==> config.mk <==
export PLATFORM = sky130hd
export DESIGN_NAME = cron_entry_time_matcher
export DESIGN_NICKNAME = d
export VERILOG_FILES = /design/src/hw/rtl/cetm_pkg.sv /design/src/hw/rtl/cetm_cfg_regs.sv /design/src/hw/rtl/cetm_scan.sv /design/src/hw/rtl/cetm_out_reg.sv /design/src/hw/rtl/cron_entry_time_matcher.sv
export SDC_FILE = /design/constraint.sdc
export NUM_CORES = 1
export LEC_CHECK = 0
export ABC_AREA = 1
export ABC_CLOCK_PERIOD_IN_PS = 2300
export BUFFER_PORTS_ARGS = -buffer_cell sky130_fd_sc_hd__buf_4
export CORE_ASPECT_RATIO = 2
export CORE_MARGIN = 2
export CORE_UTILIZATION = 53
export CTS_BUF_LIST = sky130_fd_sc_hd__clkbuf_16
export DETAILED_ROUTE_END_ITERATION = 8
export PLACE_DENSITY = 0.86
export SYNTH_ARGS = -nofsm -noshare
export SYNTH_HDL_FRONTEND = slang
export SYNTH_SLANG_ARGS = --single-unit
export TNS_END_PERCENT = 1
==> constraint.sdc <==
create_clock -name i_clk -period 2.3 [get_ports i_clk]
set_input_delay 0.46 -clock i_clk [delete_from_list [all_inputs] [get_ports i_clk]]
set_output_delay 0.46 -clock i_clk [all_outputs]
set_load 0.01 [all_outputs]
==> src/hw/rtl/cetm_pkg.sv <==
package cetm_pkg;

    localparam int ENTRY_COUNT_WIDTH_DEF = 16;
    localparam int NUMBER_WIDTH          = 16;
    localparam int CFG_INDEX_WIDTH       = 3;
    localparam int CFG_DATA_WIDTH        = 6;
    localparam int FIELD_COUNT           = 5;

    localparam logic [7:0] TOK_EXACT = 8'd123;
    localparam logic [7:0] TOK_ANY   = 8'd124;
    localparam logic [7:0] TOK_LIST  = 8'd125;
    localparam logic [7:0] TOK_RANGE = 8'd126;
    localparam logic [7:0] TOK_END   = 8'd127;
    localparam logic [7:0] TEXT_END  = 8'd0;

    localparam logic [CFG_INDEX_WIDTH-1:0] REG_MINUTE  = 3'd0;
    localparam logic [CFG_INDEX_WIDTH-1:0] REG_HOUR    = 3'd1;
    localparam logic [CFG_INDEX_WIDTH-1:0] REG_DAY     = 3'd2;
    localparam logic [CFG_INDEX_WIDTH-1:0] REG_MONTH   = 3'd3;
    localparam logic [CFG_INDEX_WIDTH-1:0] REG_WEEKDAY = 3'd4;

    localparam logic [2:0] FIELD_MINUTE = 3'd0;
    localparam logic [2:0] FIELD_HOUR   = 3'd1;
    localparam logic [2:0] FIELD_DAY    = 3'd2;
    localparam logic [2:0] FIELD_MONTH  = 3'd3;
    localparam logic [2:0] FIELD_LAST   = 3'd5;

    typedef enum logic [2:0] {
        PH_TOKEN,
        PH_EXACT,
        PH_LIST,
        PH_RLOW,
        PH_RHIGH,
        PH_TEXT
    } t_phase;

    typedef struct packed {
        logic [5:0] minute;
        logic [4:0] hour;
        logic [4:0] day;
        logic [3:0] month;
        logic [2:0] weekday;
    } t_time;

    typedef struct packed {
        logic                    matched;
        logic [NUMBER_WIDTH-1:0] number;
        logic                    done;
    } t_result;

endpackage

==> src/hw/rtl/cetm_cfg_regs.sv <==
module cetm_cfg_regs
    import cetm_pkg::*;
(
    input  logic                       i_clk,
    input  logic                       i_rst_n,
    input  logic                       i_cfg_we,
    input  logic [CFG_INDEX_WIDTH-1:0] i_cfg_index,
    input  logic [CFG_DATA_WIDTH-1:0]  i_cfg_data,
    output t_time                      o_time
);

    t_time r_time;

    always_ff @(posedge i_clk) begin
        if (!i_rst_n) begin
            r_time.minute  <= 6'd0;
            r_time.hour    <= 5'd0;
            r_time.day     <= 5'd1;
            r_time.month   <= 4'd1;
            r_time.weekday <= 3'd7;
        end else if (i_cfg_we) begin
            case (i_cfg_index)
                REG_MINUTE:  r_time.minute  <= i_cfg_data;
                REG_HOUR:    r_time.hour    <= i_cfg_data[4:0];
                REG_DAY:     r_time.day     <= i_cfg_data[4:0];
                REG_MONTH:   r_time.month   <= i_cfg_data[3:0];
                REG_WEEKDAY: r_time.weekday <= i_cfg_data[2:0];
                default: ;  // drop writes beyond the register list
            endcase
        end
    end

    assign o_time = r_time;

endmodule

==> src/hw/rtl/cetm_scan.sv <==
module cetm_scan
    import cetm_pkg::*;
#(
    parameter int ENTRY_COUNT_WIDTH = ENTRY_COUNT_WIDTH_DEF
) (
    input  logic       i_clk,
    input  logic       i_rst_n,
    input  logic       i_step,
    input  logic [7:0] i_byte,
    input  t_time      i_time,
    output logic       o_res_valid,
    output t_result    o_res
);

    t_phase                       r_phase, n_phase;
    logic [2:0]                   r_field_idx, n_field_idx;
    logic                         r_mismatch, n_mismatch;
    logic                         r_list_hit, n_list_hit;
    logic [7:0]                   r_range_low, n_range_low;
    logic [ENTRY_COUNT_WIDTH-1:0] r_count, n_count;

    logic [7:0]              now_val;
    logic [NUMBER_WIDTH-1:0] number;
    logic                    range_ok;
    logic [2:0]              idx_inc;
    t_phase                  phase_after_field;

    always_comb begin
        case (r_field_idx)
            FIELD_MINUTE: now_val = {2'b00, i_time.minute};
            FIELD_HOUR:   now_val = {3'b000, i_time.hour};
            FIELD_DAY:    now_val = {3'b000, i_time.day};
            FIELD_MONTH:  now_val = {4'b0000, i_time.month};
            default:      now_val = {5'b00000, i_time.weekday};
        endcase
    end

    generate
        if (ENTRY_COUNT_WIDTH > NUMBER_WIDTH) begin : g_sat
            assign number = (|r_count[ENTRY_COUNT_WIDTH-1:NUMBER_WIDTH]) ?
                            {NUMBER_WIDTH{1'b1}} : r_count[NUMBER_WIDTH-1:0];
        end else begin : g_ext
            assign number = NUMBER_WIDTH'(r_count);
        end
    endgenerate

    // Low above high wraps; low equal to high is a single value.
    always_comb begin
        if (r_range_low < i_byte) begin
            range_ok = (now_val >= r_range_low) && (now_val <= i_byte);
        end else if (r_range_low > i_byte) begin
            range_ok = (now_val >= r_range_low) || (now_val <= i_byte);
        end else begin
            range_ok = (now_val == r_range_low);
        end
    end

    assign idx_inc           = r_field_idx + 3'd1;
    assign phase_after_field = (idx_inc >= 3'(FIELD_COUNT)) ? PH_TEXT : PH_TOKEN;

    // Next state
    always_comb begin
        n_phase     = r_phase;
        n_field_idx = r_field_idx;
        n_mismatch  = r_mismatch;
        n_list_hit  = r_list_hit;
        n_range_low = r_range_low;
        n_count     = r_count;
        if (i_step) begin
            case (r_phase)
                PH_TOKEN: begin
                    if (r_field_idx == FIELD_MINUTE && i_byte == TOK_END) begin
                        n_count    = '0;
                        n_mismatch = 1'b0;
                    end else if (i_byte == TOK_EXACT) begin
                        n_phase = PH_EXACT;
                    end else if (i_byte == TOK_ANY) begin
                        n_field_idx = idx_inc;
                        n_phase     = phase_after_field;
                    end else if (i_byte == TOK_LIST) begin
                        n_list_hit = 1'b0;
                        n_phase    = PH_LIST;
                    end else if (i_byte == TOK_RANGE) begin
                        n_phase = PH_RLOW;
                    end else begin
                        if (i_byte != now_val) n_mismatch = 1'b1;
                        n_field_idx = idx_inc;
                        n_phase     = phase_after_field;
                    end
                end
                PH_EXACT: begin
                    if (i_byte != now_val) n_mismatch = 1'b1;
                    n_field_idx = idx_inc;
                    n_phase     = phase_after_field;
                end
                PH_LIST: begin
                    if (i_byte == TOK_LIST) begin
                        if (!r_list_hit) n_mismatch = 1'b1;
                        n_list_hit  = 1'b0;
                        n_field_idx = idx_inc;
                        n_phase     = phase_after_field;
                    end else if (i_byte == now_val) begin
                        n_list_hit = 1'b1;
                    end
                end
                PH_RLOW: begin
                    n_range_low = i_byte;
                    n_phase     = PH_RHIGH;
                end
                PH_RHIGH: begin
                    if (!range_ok) n_mismatch = 1'b1;
                    n_field_idx = idx_inc;
                    n_phase     = phase_after_field;
                end
                PH_TEXT: begin
                    if (i_byte == TEXT_END) begin
                        if (r_count != {ENTRY_COUNT_WIDTH{1'b1}}) begin
                            n_count = r_count + 1'b1;
                        end
                        n_phase     = PH_TOKEN;
                        n_field_idx = FIELD_MINUTE;
                        n_mismatch  = 1'b0;
                        n_list_hit  = 1'b0;
                    end
                end
                default: n_phase = PH_TOKEN;
            endcase
        end
    end

    // Outputs
    always_comb begin
        o_res_valid  = 1'b0;
        o_res.matched = !r_mismatch;
        o_res.number  = number;
        o_res.done    = 1'b0;
        if (i_step) begin
            case (r_phase)
                PH_TOKEN: begin
                    if (r_field_idx == FIELD_MINUTE && i_byte == TOK_END) begin
                        o_res_valid   = 1'b1;
                        o_res.matched = 1'b0;
                        o_res.done    = 1'b1;
                    end
                end
                PH_TEXT: o_res_valid = (i_byte == TEXT_END);
                default: o_res_valid = 1'b0;
            endcase
        end
    end

    always_ff @(posedge i_clk) begin
        if (!i_rst_n) begin
            r_phase     <= PH_TOKEN;
            r_field_idx <= FIELD_MINUTE;
            r_mismatch  <= 1'b0;
            r_list_hit  <= 1'b0;
            r_range_low <= 8'd0;
            r_count     <= '0;
        end else begin
            r_phase     <= n_phase;
            r_field_idx <= n_field_idx;
            r_mismatch  <= n_mismatch;
            r_list_hit  <= n_list_hit;
            r_range_low <= n_range_low;
            r_count     <= n_count;
        end
    end

    a_text_idx: assert property (@(posedge i_clk) disable iff (!i_rst_n)
        (r_phase == PH_TEXT) |-> (r_field_idx == FIELD_LAST))
        else $error("text phase with field index not at last field");

    a_field_idx: assert property (@(posedge i_clk) disable iff (!i_rst_n)
        (r_phase != PH_TEXT) |-> (r_field_idx < FIELD_LAST))
        else $error("field index past last field outside text phase");

    a_entry_res: assert property (@(posedge i_clk) disable iff (!i_rst_n)
        (o_res_valid && !o_res.done) |=> (r_phase == PH_TOKEN && !r_mismatch))
        else $error("entry result did not restart the entry scan");

    a_done_clear: assert property (@(posedge i_clk) disable iff (!i_rst_n)
        (o_res_valid && o_res.done) |=> (r_count == '0))
        else $error("entry counter not cleared after end of table");

endmodule

==> src/hw/rtl/cetm_out_reg.sv <==
module cetm_out_reg
    import cetm_pkg::*;
(
    input  logic    i_clk,
    input  logic    i_rst_n,
    input  logic    i_load,
    input  t_result i_res,
    output logic    o_can_load,
    output logic    o_valid,
    input  logic    i_ready,
    output t_result o_res
);

    logic    r_valid;
    t_result r_res;

    assign o_can_load = !r_valid || i_ready;

    always_ff @(posedge i_clk) begin
        if (!i_rst_n) begin
            r_valid <= 1'b0;
        end else if (o_can_load) begin
            r_valid <= i_load;
        end
    end

    // Hold the item until the receiver takes it.
    always_ff @(posedge i_clk) begin
        if (o_can_load && i_load) begin
            r_res <= i_res;
        end
    end

    assign o_valid = r_valid;
    assign o_res   = r_res;

endmodule

==> src/hw/rtl/cron_entry_time_matcher.sv <==
// Schedule table matcher.
// Input channel (i_in_valid / o_in_ready, i_table_byte) takes one table byte
// per item. Each entry is five field tokens (minute, hour, day, month,
// weekday) and command text closed by a zero byte; an end marker at an entry
// start closes the table.
// Output channel (o_out_valid / i_out_ready) gives one item per finished
// entry (o_entry_matched, o_entry_number) or per end of table
// (o_table_done high, o_entry_number the count of entries seen).
// The time to match sits in five registers on the write port
// (i_cfg_we, i_cfg_index, i_cfg_data); write them only while idle.
// Throughput: one byte per cycle while o_in_ready is high. The result is
// registered on the output in the cycle after the closing byte is taken.
// When the receiver stalls with a result held, o_in_ready drops until that
// item is taken; a byte that yields no result still needs the output
// register free. Reset clears the scan state, the entry counter and the
// output valid flag, and loads the time registers with 00:00, day 1, month 1,
// Sunday.
module cron_entry_time_matcher
    import cetm_pkg::*;
#(
    parameter int ENTRY_COUNT_WIDTH = ENTRY_COUNT_WIDTH_DEF
) (
    input  logic                       i_clk,
    input  logic                       i_rst_n,
    input  logic                       i_cfg_we,
    input  logic [CFG_INDEX_WIDTH-1:0] i_cfg_index,
    input  logic [CFG_DATA_WIDTH-1:0]  i_cfg_data,
    input  logic                       i_in_valid,
    output logic                       o_in_ready,
    input  logic [7:0]                 i_table_byte,
    output logic                       o_out_valid,
    input  logic                       i_out_ready,
    output logic                       o_entry_matched,
    output logic [NUMBER_WIDTH-1:0]    o_entry_number,
    output logic                       o_table_done
);

    t_time   cur_time;
    logic    step;
    logic    res_valid;
    t_result res;
    t_result out_res;
    logic    can_load;

    assign o_in_ready = can_load;
    assign step       = i_in_valid && can_load;

    cetm_cfg_regs u_cfg (
        .i_clk       (i_clk),
        .i_rst_n     (i_rst_n),
        .i_cfg_we    (i_cfg_we),
        .i_cfg_index (i_cfg_index),
        .i_cfg_data  (i_cfg_data),
        .o_time      (cur_time)
    );

    cetm_scan #(
        .ENTRY_COUNT_WIDTH (ENTRY_COUNT_WIDTH)
    ) u_scan (
        .i_clk       (i_clk),
        .i_rst_n     (i_rst_n),
        .i_step      (step),
        .i_byte      (i_table_byte),
        .i_time      (cur_time),
        .o_res_valid (res_valid),
        .o_res       (res)
    );

    cetm_out_reg u_out (
        .i_clk      (i_clk),
        .i_rst_n    (i_rst_n),
        .i_load     (res_valid),
        .i_res      (res),
        .o_can_load (can_load),
        .o_valid    (o_out_valid),
        .i_ready    (i_out_ready),
        .o_res      (out_res)
    );

    assign o_entry_matched = out_res.matched;
    assign o_entry_number  = out_res.number;
    assign o_table_done    = out_res.done;

endmodule

==> results.md <==
- Worst setup path end: u_scan.r_mismatch
- Fraction of the yosys area taken by sequential cells: 0.408
- Vias per std cell: 5.74
- Clk buf depth: 2
- Status: finished with violations
- Post-synth net total: 603
- FILL cells: 574
- CTS tree: yes
- Mapped Cells: 555
- Xor/xnor share of the synthesized area: 0.00861
- Max cap viols: 0
- Pwr/cell area: 655 mW/mm^2
- Detailed-route DRC error count: 0
- Placer Congestion: 0.955
- Pin count of the biggest net entering global routing: 37
- Final period utilization: 1.16
- Reg2reg path depth: 21
- Relative slew margins: 0.640
- Finish-stage setup viols: 2
- Inst Count DP: 701
- Initial antenna violation count: 0
- WP data required: roughly 2.5 ns
- CP peak stage delay: ~0.38 ns
- Die Ht: 128 um
- Most frequent cells in the layout: nand2_1 (110), nor2_1 (73), inv_1 (65)
- Synthesized-area fraction occupied by and/or/nand/nor cells: 0.293
- R2R Setup Slk: -0.36 ns
- Layout area overhead: 26.6%
- Dominant combinational cell family by area after synthesis: simple AND/OR/NAND/NOR gates
- CP Depth: 21
- Crit path buffers/inverters: 4
- Clock skew: 0.00425 ns
- RR Endpoint: u_scan.r_mismatch
- DP Worst Slack: -0.304 ns
- Post-synthesis mux area share: 0
- Count of different cell masters after synthesis: 38
- Total track usage: 0.278
- TritonRoute pass-1 iters: 6
- Final Net Count: 668
- Setup crit end kind: register
- Ports: 42
- Initial DRC count: 467
- Final Hold Slack: 0.368 ns
- DIE WIDTH: between 60 and 70 um
- HPWL Detailed: 8020 um
- CP Launch Point: u_scan.r_field_idx[0]
- Compound-Gate Fraction of Synth Area: 0.129
- #FFs+latches synth: 74
- Hold buffers post-CTS: 0
- Peak VDD IR: roughly 560 uV
- Crit path cell chain: inv_4, ha_2, nand2_1, inv_2, buf_4, a21oi_2, nand3_2, o21ai_2, inv_2, ha_4, nand2_1, nand2_1, nand2_1, nand2_2, nand2_1, nand3_2, nand2_1, a21oi_2, nand2_2, a21oi_2, nor2_1
- CTS Buf Count: 9
- Setup slack after layout: -0.360 ns
- Routed WL: 11200 um
- Slowest CP cell: dfxtp_4
- Num rows: 45
- Startpoint types: register
- RSZ-0062 raised after global routing: yes
- Final hold vios: 0
- Setup CP Type: reg -> reg
- Hold/Removal Path Class: in -> reg
- DR WL/cell: 15.6 um
- CP Data Arrival Time: 2.90 ns
- DR vias: between 4000 and 5000
- Adder-cell share of the synthesized area: 0.0799
- Filler-free cell count of the finished design: 719
- Diode count: 0
- Global-route wire length before repair: 17900 um
- Hold Path Origin: i_cfg_data[2]
- Share of cells above drive strength 1: 0.226
- CORE AREA: between 0.007 and 0.008 mm^2
- ANT nets after route: 0
- Reg2reg start: u_scan.r_field_idx[0]
- Root buf cell: clkbuf_16
- Design Area, Final: slightly above 0.005 mm^2
- IO Port Bufs: 41
- CP top delay family: simple AND/OR/NAND/NOR gates
- Most common cell after layout, fill and taps aside: nand2_1
- Post-layout min period: 2.66 ns
- Clock-pin slew on the worst setup and hold paths: ~0.060 ns
- Clk sinks: 74
- Mean area per synthesized cell: 7.33 um^2
- Clock latency on the worst-skew pair: 0.34 ns
- FMAX: roughly 0.38 GHz
- Failing checks: setup timing
- GRT overflow: 0
- Die ar.: roughly 0.0084 mm^2
- Yosys warns: 0
- Pleak: 2.26 nW
- Crit Path Max Fanout: 4
- Vias in the first global route: approximately 4100
- Worst-Margin Slew: about 0.54 ns
- Cell area after synthesis: 0.00407 mm^2
- Tot Pwr: 3.37 mW
- Final count of pins violating max slew: 0
- Htree depth: 3
- Post-DP Area: ~0.0046 mm^2
- Initial Utilization: 0.539
- Most frequent cell on the critical path: nand2_1
through the flow:
step,setup TNS [ns],utilization
after floorplan,-0.0639,-
after global placement,-0.269,0.611
after detailed placement,-0.479,0.611
after CTS,-0.308,0.667
after global routing,-0.893,0.683
final,-0.521,0.683
cell usage after synthesis:
master	number	area share
o21bai_1	1	0.0018
nor3_1	6	0.0074
ha_1	26	0.080
a21oi_1	44	0.054
nand2_2	4	0.0061
xnor2_1	1	0.0022
or2_0	1	0.0015
a221oi_1	2	0.0043
nor3b_1	1	0.0018
o2111ai_1	1	0.0022
nand2_4	3	0.0083
nor2_2	2	0.0031
nand3_2	2	0.0049
o21ai_0	47	0.058
nor2_4	2	0.0055
inv_4	1	0.0015
inv_2	2	0.0018
or2_2	2	0.0031
edfxtp_1	18	0.13
nor2_8	1	0.0049
a31oi_1	1	0.0015
xor2_1	3	0.0065
clkbuf_1	6	0.0055
nor2_1	74	0.068
nor4_1	2	0.0031
o211ai_1	1	0.0018
clkinv_2	1	0.0012
nand3_1	32	0.039
nand2_1	119	0.11
a21oi_2	1	0.0022
and3_1	1	0.0015
o31ai_1	1	0.0018
dfxtp_1	56	0.28
inv_1	74	0.068
o21a_1	1	0.0018
nor3_4	1	0.0040
buf_6	1	0.0028
nand4_1	13	0.020
worst min path at each step:
stage,depth (start not counted),end
6_report,3,u_cfg.o_time[2]
5_1_grt,3,u_cfg.o_time[2]
4_1_cts,3,u_cfg.o_time[2]
3_5_place_dp,2,u_cfg.o_time[6]
3_3_place_gp,2,u_cfg.o_time[17]
2_1_floorplan,2,u_cfg.o_time[17]
state kept, by name (all words and copies together) (netlist names):
name and flops:
u_cfg.o_time 23, u_out.o_res 18, u_scan.number 16, u_scan.r_range_low 8, u_scan.r_field_idx 3, u_scan.r_phase 3
u_out.o_valid 1, u_scan.r_list_hit 1, u_scan.r_mismatch 1
worst reg2reg max path, delay by kind of cell, from the launching register on:
kind / cells / cell delay (ns)
and+or+nand+nor: 11 / 0.87
buffers and inverters: 4 / 0.36
AOI/OAI and AO/OA: 4 / 0.49
DFF: 1 / 0.38
adders and majority gates: 2 / 0.46
final cells by class:
class / instances / area [um^2] / share of cell area
multi-input cells: 396 / 2290 / 0.444
flip-flops and latches: 74 / 1670 / 0.324
repair buffers: 61 / 458 / 0.0889
inverters: 78 / 302 / 0.0585
clock buffers: 9 / 225 / 0.0437
well taps: 94 / 118 / 0.0228
clock inverters: 7 / 93.8 / 0.0182
cell families after synthesis:
kind of cell / Yosys count
and+or+nand+nor: 266
buffers and inverters: 85
xor gates and xnor gates: 4
AOI/OAI and AO/OA: 100
adders and majority gates: 26
DFF: 74
power breakdown:
part	internal (mW)	switching, mW
combinational	0.204	0.307
clock	0.946	0.543
sequential	1.35	0.0218
routing by layer:
metal,up-vias,track usage,share of wire
li1,1959,-,-
met3,82,0.0492,0.047
met4,0,0.218,0.083
met5,-,0,0
met2,209,0.518,0.54
met1,1880,0.250,0.33
repair_timing:
action,in CTS,in global routing
setup buffers,2,0
resized for setup,23,29
endpoints found under the hold margin,0,0
pin swaps,9,11
setup endpoints to repair,2,20
Note: power is estimated with default switching activity, not from simulation.
